<file path="config.mk">
export PLATFORM = sky130hd
export DESIGN_NAME = bfea_ram
export DESIGN_NICKNAME = d
export VERILOG_FILES = /design/src/sv/bfea_ram.sv
export SDC_FILE = /design/constraint.sdc
export NUM_CORES = 1
export LEC_CHECK = 0
export ABC_AREA = 1
export BUFFER_PORTS_ARGS = -buffer_cell sky130_fd_sc_hd__buf_2
export CAP_MARGIN = 20
export CORE_MARGIN = 1
export CORE_UTILIZATION = 50
export CTS_BUF_LIST = sky130_fd_sc_hd__clkbuf_4 sky130_fd_sc_hd__clkbuf_8 sky130_fd_sc_hd__clkbuf_16
export DETAILED_ROUTE_END_ITERATION = 7
export PLACE_DENSITY_LB_ADDON = 0.25
export SYNTH_ARGS = -nofsm -noshare
export SYNTH_HDL_FRONTEND = slang
export SYNTH_SLANG_ARGS = --single-unit
</file>
<file path="constraint.sdc">
create_clock -name clk -period 1.4 [get_ports clk]
set_clock_uncertainty 0.05 [all_clocks]
set_input_delay 0.28 -clock clk [delete_from_list [all_inputs] [get_ports clk]]
set_output_delay 0.28 -clock clk [all_outputs]
set_load 0.01 [all_outputs]
</file>
<file path="src/sv/bfea_ram.sv">
// generic simple dual-port ram, one write port, one registered read port
// no dependencies
module bfea_ram #(
  parameter int W = 8,
  parameter int D = 16
) (
  input  logic                 clk,
  input  logic                 we,
  input  logic [$clog2(D)-1:0] waddr,
  input  logic [W-1:0]         wdata,
  input  logic [$clog2(D)-1:0] raddr,
  output logic [W-1:0]         rdata
);

  logic [W-1:0] mem [D];

  // write and registered read
  always_ff @(posedge clk) begin
    if (we) begin
      mem[waddr] <= wdata;
    end
    rdata <= mem[raddr];
  end

endmodule

</file>
Yosys cells after proc, flatten, opt, wreduce, memory -nomap -nowiden
Memory sizes are Yosys's and may differ from the RTL's. A register that Yosys moved wholly into a read port is not among the register bits.
Index checks and enable logic that the tools add are counted.
{"block": "word_totals", "word_cells": 3, "out_inout_bits": 8, "inputBits": 18, "regBits": 0, "memories": 1, "ramBits": 128}
{"block": "op_classes", "muxes": 2}
{"memory": "mem", "words": 16, "word_bits": 8, "rd": 1, "rd_ports_with_merged_regs": 1, "write_ports": 1, "line": "15", "rtl": "logic [W-1:0] mem [D];"}
{"cell": "1-bit 2-to-1 mux", "count": 2}

Logic depth before layout (Yosys ltp)
Gate-level depths: netlist of the first run.
{"block": "logic_depth", "ltp_word": 2, "mapped_depth": 8, "mapped_depth_nobuf": 7}

Least setup slack after synthesis of the first run
Ideal clock, no wire load.
{"block": "synth_path", "path_type": "in2reg", "startpoint": "input waddr[2]", "endpoint": "memory mem[10][0] (enable)", "setup_ns": 0.370, "path_buffers": 0, "cell_stages": 2, "path_slack_ns": 0.119, "arrival_ns": 0.861, "required_ns": 0.980, "cell_sequence": "nand3b_1 > nor2_1"}
{"element": "from (decl)", "line": "9", "rtl": "input logic [$clog2(D)-1:0] waddr,"}
{"element": "to (decl)", "line": "15"}
No word-level cell before the write port.

Final worst setup path of the first run
{"block": "layout_path", "startpoint": "register rdata[5], read port of mem", "endpoint": "output rdata[5]"}
{"element": "from (decl)", "line": "12", "rtl": "output logic [W-1:0] rdata"}
No word-level cell between the ends.

==> flow_metrics.tcl, run 1 <==
set metrics [dict create \
    run_status "finished clean" \
    worst_setup_path_end_kind "output port" \
    areaGrowthSynthToFinish_pct 17.21 \
    worst-setup-path-type "reg2out" \
    timing.hold.worst_endpoint "mem[3][6]" \
    cap_viol_max_count 0 \
    rows 38 \
    fillers 915 \
    number_of_failing_setup_endpoints_in_the_final_timing_report 0 \
    fp.dieH_um 109.4 \
    synth.lib_cells_used.distinct 12 \
    timing_max_transition_violations_final 0 \
    syn-mean-instance-area_um2 10.47 \
    cts_buffer_depth 2 \
    timing.reg2reg.setup_slack_ns 0.31 \
    worst_path_dominant_cell_family "flip-flops" \
    die-width_um 109.4 \
    routed_wirelength_um 13030 \
    grt_start_max_net_pins 55 \
    hold_class "in2reg" \
    clock_tree.root_cell "sky130_fd_sc_hd__clkbuf_16" \
    buffers_on_ports 25 \
    ys_seq_elements 136 \
    timing.max_slew.rel_slack_pct 72.97 \
    drive_gt1_share_pct 13.89 \
    worstSetupStartpointType "register" \
    number_of_global_route_vias_before_repair 3819 \
    post_synth_main_area_contributors "sky130_fd_sc_hd__edfxtp_1 67%, sky130_fd_sc_hd__nand2_1 11%, sky130_fd_sc_hd__nand3_1 8.4%" \
    most_instantiated_library_cell_after_synthesis "sky130_fd_sc_hd__nand2_1" \
    fin_crit_sh_pct 89.75 \
    post_cts_buffers 0 \
    post_drt_wl_per_cell_um 17.33 \
    fp.dieArea_mm2 0.01197 \
    required_time_worst_endpoint_ns 1.07 \
    routabilityCongestion 0.8668 \
    synth_nets 569 \
    critical_path_arrival_ns 0.93 \
    asyncSetResetFlopFracSynth_pct 0 \
    synth_largest_area_cell "sky130_fd_sc_hd__edfxtp_1" \
    max_stage_delay_ns 0.36 \
    hp-start "wdata[6]" \
    worst_skew_pair.late_latency_ns 0.42 \
    cellLeakagePower_uw 0.002976 \
    start_util_pct 52.28 \
    timing.rr.end "rdata[2]" \
    drt_iter0_markers 288 \
    synth_common_cells "173 x sky130_fd_sc_hd__nand2_1, 128 x sky130_fd_sc_hd__edfxtp_1, 100 x sky130_fd_sc_hd__inv_1" \
    worst_case_vdd_ir_drop_v 0.001139 \
    fmaxAchievable_mhz 795.9 \
    numClockSinks 136 \
    cts_inserted_buffers 17 \
    core_mm2 0.01103 \
    top_level_ports 26 \
    timing.hold.worst_path_depth 1 \
    timing.hold.ws_ns 0.2101 \
    global_route_wire_length_before_repair_um 20570 \
    syn_inst 551 \
    tritoncts_clock_tree "built" \
    finalCoreUtilization_pct 61.28 \
    grt_setup_unrepaired "false" \
    remaining_drc_errors 0 \
    antenna_cell_count 0 \
    grt_antenna_before_repair 0 \
    synth_warnings 0 \
    synth-edff-count 128 \
    r2r-start "mem[1][2]" \
    timing.critical_path.fanout_max 1 \
    vias_per_cell 5.161 \
    finalCriticalPeriod_ns 1.257 \
    power-per-cell-area_mw_per_mm2 1420 \
    hold_viol 0 \
    worst_path_max_delay_cell "sky130_fd_sc_hd__dfxtp_1" \
    timing.critical_path.depth 1 \
    synthesis.area_mm2 0.005767 \
    yosys_most_used_dff "sky130_fd_sc_hd__edfxtp_1" \
    tightestPinTransition_ns 0.4055 \
    nNetsFinal 617 \
    detail-route-antenna-nets 0 \
    route.vias.total 3881 \
    seq_area_frac_synth_pct 69.43 \
    post_cts_resized 0 \
    globalRouteOverflowTotal 0 \
    critical_path_buffers_and_inverters 1 \
    grt.total_usage_pct 24.72 \
    cts_hold_buffers 0 \
    clkTransAtPathRegs_ns 0.06 \
    drtPass1Iterations 5 \
    path_cells "buf_2" \
    reg2reg_depth 6 \
    place.detailed.hpwl_um 7976 \
    h-tree-depth 4 \
    synth.top_cell.area_share_pct 66.65 \
]
kinds of logic (layout without fill, tap and decap cells):
| group | after synthesis | count (layout) | synth area share, % |
|---|---|---|---|
| AND/OR/NAND/NOR | 289 | 289 | 21.05 |
| flip-flops | 136 | 136 | 69.43 |
| buffers and inverters | 126 | 187 | 9.525 |
layout by cell type (no fill, tap or decap), types with 8 or more instances in the layout:
cell type / n
sky130_fd_sc_hd__edfxtp_1: 128
sky130_fd_sc_hd__nand3_1: 97
sky130_fd_sc_hd__nor2_1: 17
sky130_fd_sc_hd__clkbuf_16: 17
sky130_fd_sc_hd__nand2_1: 173
sky130_fd_sc_hd__buf_2: 25
sky130_fd_sc_hd__dfxtp_1: 8
sky130_fd_sc_hd__inv_1: 100
sky130_fd_sc_hd__buf_4: 23
final cells by class:
class	count	area (um2)	area share, %
Clock buffer	21	455.4	6.738
Clock inverter	11	130.1	1.925
Sequential cell	136	4004	59.24
Inverter	102	382.9	5.665
Multi-Input combinational cell	289	1214	17.96
Timing Repair Buffer	53	397.9	5.887
Tap cell	140	175.2	2.592
routing by layer:
metal | vias to the layer above | track usage [%] | share of wire [%]
met5 | - | 0 | 0
met4 | 0 | 10.10 | 2.6
met3 | 20 | 6.106 | 5.9
met2 | 133 | 40.07 | 50
met1 | 1859 | 31.96 | 42
li1 | 1869 | - | -
power by group:
group / leakage (uW) / internal (uW) / total (uW) / switching [uW]
sequential: 0.00122 / 4550 / 4580 / 27.9
clock: 0.000293 / 2840 / 4420 / 1580
combinational: 0.00146 / 190 / 592 / 402
worst max path at each step:
stage          startpoint         end
6_report         rdata[5]    rdata[5]
5_1_grt          rdata[6]    rdata[6]
4_1_cts          rdata[5]    rdata[5]
3_5_place_dp     raddr[0]    rdata[2]
3_3_place_gp     raddr[0]    rdata[2]
2_1_floorplan    waddr[2]  mem[10][0]
stage by stage:
stage          std cells  cell area [um2]  setup slack (ns)  TNS [ns]  power, uW
2_1_floorplan        551             5767            0.1192         0       4993
4_1_cts              752             6759            0.1095         0       9668
3_3_place_gp         720             6173          0.003111         0       5240
5_1_grt              752             6759            0.1095         0       9908
3_5_place_dp         720             6173          -0.01612  -0.02020       5255
6_report             752             6759            0.1435         0       9597
sequential cells by signal, summed over array words and instances (netlist names):
signal	flops
mem	128
rdata	8
No activity file was read; power rests on OpenSTA's default activity.
==> run 2: changes to the inputs <==
--- a/config.mk
+++ b/config.mk
@@ -13,6 +13,7 @@
 export CTS_BUF_LIST = sky130_fd_sc_hd__clkbuf_4 sky130_fd_sc_hd__clkbuf_8 sky130_fd_sc_hd__clkbuf_16
 export DETAILED_ROUTE_END_ITERATION = 7
 export PLACE_DENSITY_LB_ADDON = 0.25
+export RECOVER_POWER = 25
 export SYNTH_ARGS = -nofsm -noshare
 export SYNTH_HDL_FRONTEND = slang
 export SYNTH_SLANG_ARGS = --single-unit
==> flow_metrics.tcl, run 2 (synthesis results as in run 1) <==
set metrics [dict create \
    r2r-start "mem[1][2]" \
    drt_iter0_markers 287 \
    grt_antenna_before_repair 0 \
    critical_path_arrival_ns 0.92 \
    nNetsFinal 617 \
    drtPass1Iterations 5 \
    number_of_global_route_vias_before_repair 3819 \
    rows 38 \
    reg2reg_depth 6 \
    worst_path_max_delay_cell "sky130_fd_sc_hd__dfxtp_1" \
    largest_register_ffs 128 \
    timing.reg2reg.setup_slack_ns 0.31 \
    fp.dieH_um 109.4 \
    antenna_cell_count 0 \
    worst-setup-path-type "reg2out" \
    die-width_um 109.4 \
    fin_crit_sh_pct 89.56 \
    power-per-cell-area_mw_per_mm2 1420 \
    top_level_ports 26 \
    drive_gt1_share_pct 13.07 \
    cts_inserted_buffers 17 \
    post_drt_wl_per_cell_um 17.28 \
    route.vias.total 3884 \
    timing.critical_path.fanout_max 1 \
    critical_path_buffers_and_inverters 1 \
    detail-route-antenna-nets 0 \
    layout_top_registers "mem: 128 flops, rdata: 8 flops" \
    timing.rr.end "rdata[2]" \
    grt_setup_unrepaired "false" \
    cap_viol_max_count 0 \
    cts_hold_buffers 0 \
    run_status "finished clean" \
    core_mm2 0.01103 \
    globalRouteOverflowTotal 0 \
    buffers_on_ports 25 \
    tightestPinTransition_ns 0.8313 \
    worst_path_dominant_cell_family "flip-flops" \
    finalCoreUtilization_pct 61.22 \
    timing.max_slew.rel_slack_pct 44.58 \
    clock_tree.root_cell "sky130_fd_sc_hd__clkbuf_16" \
    worst_skew_pair.late_latency_ns 0.42 \
    worst_case_vdd_ir_drop_v 0.001144 \
    areaGrowthSynthToFinish_pct 17.10 \
    place.detailed.hpwl_um 7976 \
    worstSetupStartpointType "register" \
    cts_buffer_depth 2 \
    vias_per_cell 5.165 \
    timing.hold.worst_endpoint "mem[4][2]" \
    clkTransAtPathRegs_ns 0.06 \
    post_cts_buffers 0 \
    required_time_worst_endpoint_ns 1.07 \
    remaining_drc_errors 0 \
    path_cells "buf_2" \
    fp.dieArea_mm2 0.01197 \
    regMostFlops "mem" \
    grt_start_max_net_pins 55 \
    grt.total_usage_pct 24.72 \
    hp-start "wdata[2]" \
    post_cts_resized 0 \
    cellLeakagePower_uw 0.002962 \
    routed_wirelength_um 12990 \
    place_ws_ns -0.01612 \
    numClockSinks 136 \
    hold_viol 0 \
    number_of_failing_setup_endpoints_in_the_final_timing_report 0 \
    fmaxAchievable_mhz 797.6 \
    final_critical_path_setup_slack_ns 0.1462 \
    mostFrequentLayoutCells "173 x sky130_fd_sc_hd__nand2_1, 128 x sky130_fd_sc_hd__edfxtp_1, 100 x sky130_fd_sc_hd__inv_1, 97 x sky130_fd_sc_hd__nand3_1, 23 x sky130_fd_sc_hd__buf_4" \
    timing_max_transition_violations_final 0 \
    h-tree-depth 4 \
    most_frequent_standard_cell_in_the_layout_excluding_fill_and_tap_cells "sky130_fd_sc_hd__nand2_1" \
    routabilityCongestion 0.8668 \
    totalNegativeSetupSlack_ns 0 \
    design_power_total_uw 9591 \
    worst_setup_path_end_kind "output port" \
    max_stage_delay_ns 0.36 \
    hold_class "in2reg" \
    start_util_pct 52.28 \
    tritoncts_clock_tree "built" \
    timing.hold.worst_path_depth 1 \
    global_route_wire_length_before_repair_um 20570 \
    finalCriticalPeriod_ns 1.254 \
]
==> run 2: changes by cell type in the layout (fill, tap and decap cells not counted) <==
cell	previous run	this run
sky130_fd_sc_hd__buf_2	25	20
sky130_fd_sc_hd__clkbuf_1	0	5
==> run 2: worst max path at each step <==
stage	startpoint	to	slack, ns	depth (start not counted)
after floorplan	waddr[2]	mem[10][0]	0.12	2
after global placement	raddr[0]	rdata[2]	0.003	8
after detailed placement	raddr[0]	rdata[2]	-0.02	8
after CTS	rdata[5]	rdata[5]	0.11	1
after global routing	rdata[6]	rdata[6]	0.11	1
final	rdata[5]	rdata[5]	0.15	1
==> run 2: where the power goes <==
part / internal, uW / switching [uW]
combinational: 187 / 402
sequential: 4550 / 27.8
clock: 2840 / 1580
==> run 2: layer usage <==
metal | wire length, um | global-route usage (%) | vias to the layer above | share of wire [%]
met3 | 798 | 6.106 | 21 | 6.1
met2 | 6469 | 40.07 | 127 | 50
met5 | 0 | 0 | - | 0
li1 | - | - | 1869 | -
met1 | 5401 | 31.96 | 1867 | 42
met4 | 324 | 10.10 | 0 | 2.5
==> run 2: metrics by stage <==
step	hold WS, ns	cells	cell area (um2)
2_1_floorplan	0.3289	551	5767
3_3_place_gp	0.5845	720	6173
4_1_cts	0.2063	752	6759
6_report	0.2397	752	6753
5_1_grt	0.2410	752	6753
3_5_place_dp	0.5887	720	6173
==> run 2: layout make-up <==
cell class              count  area (um2)
clock buffers              21       455.4
clock inverters            11       130.1
well taps                 140       175.2
repair buffers             53       391.6
multi-input cells         289        1214
fillers                   918        4278
flip-flops and latches    136        4004
inverters                 102       382.9
==> run 3: changes to the inputs <==
==> constraint.sdc (replaced) <==
create_clock -name clk -period 1.44 [get_ports clk]
set_clock_uncertainty 0.05 [all_clocks]
set_input_delay 0.288 -clock clk [delete_from_list [all_inputs] [get_ports clk]]
set_output_delay 0.288 -clock clk [all_outputs]
set_load 0.01 [all_outputs]
==> flow_metrics.tcl, run 3 (synthesis results as in run 1) <==
set metrics [dict create \
    hold_viol 0 \
    mostFrequentLayoutCells "173 x sky130_fd_sc_hd__nand2_1, 128 x sky130_fd_sc_hd__edfxtp_1, 100 x sky130_fd_sc_hd__inv_1, 97 x sky130_fd_sc_hd__nand3_1, 25 x sky130_fd_sc_hd__buf_4" \
    route.vias.total 3944 \
    post_drt_wl_per_cell_um 17.42 \
    worst_setup_path_end_kind "output port" \
    hp-start "raddr[3]" \
    critical_path_arrival_ns 0.94 \
    detail-route-antenna-nets 0 \
    cts_hold_buffers 0 \
    finalCoreUtilization_pct 61.42 \
    h-tree-depth 4 \
    clock_tree.root_cell "sky130_fd_sc_hd__clkbuf_16" \
    worst_path_max_delay_cell "sky130_fd_sc_hd__dfxtp_1" \
    post_cts_resized 0 \
    remaining_drc_errors 0 \
    start_util_pct 52.28 \
    grt_start_max_net_pins 55 \
    number_of_global_route_vias_before_repair 3775 \
    drtPass1Iterations 5 \
    vias_per_cell 5.238 \
    final_critical_path_setup_slack_ns 0.1588 \
    fin_crit_sh_pct 88.97 \
    areaGrowthSynthToFinish_pct 17.49 \
    nNetsFinal 618 \
    grt_setup_unrepaired "false" \
    worstSetupStartpointType "register" \
    worst_skew_pair.late_latency_ns 0.42 \
    required_time_worst_endpoint_ns 1.10 \
    tritoncts_clock_tree "built" \
    top_level_ports 26 \
    worst_case_vdd_ir_drop_v 0.0007409 \
    most_frequent_standard_cell_in_the_layout_excluding_fill_and_tap_cells "sky130_fd_sc_hd__nand2_1" \
    timing.critical_path.fanout_max 1 \
    place_ws_ns 0.02608 \
    routabilityCongestion 0.8803 \
    timing_max_transition_violations_final 0 \
    path_cells "buf_2" \
    regMostFlops "mem" \
    core_mm2 0.01103 \
    post_cts_buffers 0 \
    drt_iter0_markers 403 \
    finalCriticalPeriod_ns 1.281 \
    routed_wirelength_um 13120 \
    die-width_um 109.4 \
    fmaxAchievable_mhz 780.5 \
    grt.total_usage_pct 24.34 \
    cts_inserted_buffers 17 \
    fp.dieH_um 109.4 \
    cts_buffer_depth 2 \
    worst-setup-path-type "reg2out" \
    hold_class "in2reg" \
    run_status "finished clean" \
    timing.max_slew.rel_slack_pct 43.79 \
    power-per-cell-area_mw_per_mm2 1404 \
    buffers_on_ports 25 \
    rows 38 \
    drive_gt1_share_pct 13.05 \
    global_route_wire_length_before_repair_um 20290 \
    totalNegativeSetupSlack_ns 0 \
    max_stage_delay_ns 0.38 \
    globalRouteOverflowTotal 0 \
    antenna_cell_count 0 \
    r2r-start "mem[3][2]" \
    setup.worst_path.start "rdata[5]" \
    place.detailed.hpwl_um 8013 \
    tightestPinTransition_ns 0.8431 \
    worst_path_dominant_cell_family "flip-flops" \
    fp.dieArea_mm2 0.01197 \
    layout.cells.non_filler 753 \
    cellLeakagePower_uw 0.002968 \
    cap_viol_max_count 0 \
    number_of_failing_setup_endpoints_in_the_final_timing_report 0 \
    dpl.cell_count 721 \
    grt_antenna_before_repair 0 \
    clkTransAtPathRegs_ns 0.06 \
    critical_path_buffers_and_inverters 1 \
    layout_top_registers "mem: 128 flops, rdata: 8 flops" \
    numClockSinks 136 \
    largest_register_ffs 128 \
]
[run 3: cell type report]
class                      instances  area (um2)
tap                              140       175.2
timing repair buffer              54       385.4
multi-input combinational        289        1214
clock buffer                      18       432.9
sequential                       136        4004
clock inverter                    14       181.4
inverter                         102       382.9
fill                             891        4255
[run 3: final timing paths]
kind	to	slack (ns)	cells past startpoint
worst min register to register	rdata[5]	0.62	6
worst max-delay path	rdata[5]	0.16	1
worst min-delay path	rdata[7]	0.26	4
worst max register to register	rdata[2]	0.35	6
[run 3: metal layers]
| metal | global-route usage [%] | wire length [um] | vias up |
|---|---|---|---|
| met5 | 0 | 0 | - |
| li1 | - | - | 1872 |
| met3 | 4.446 | 921 | 29 |
| met1 | 32.04 | 5438 | 1874 |
| met2 | 39.04 | 6374 | 169 |
| met4 | 12.00 | 386 | 0 |
[run 3: power breakdown]
part | leakage (uW) | internal, uW | switching [uW]
Sequential | 0.00122 | 4430 | 27.6
Combinational | 0.00144 | 180 | 394
Clock | 0.000302 | 2890 | 1590
[run 3: through the flow]
step	instance area [um2]	hold slack (ns)	power, uW
global route	6775	0.2558	9770
floorplan	5767	0.3369	4854
global placement	6168	0.5896	5093
detailed placement	6168	0.6020	5108
finish	6775	0.2596	9509
CTS	6783	0.2248	9541
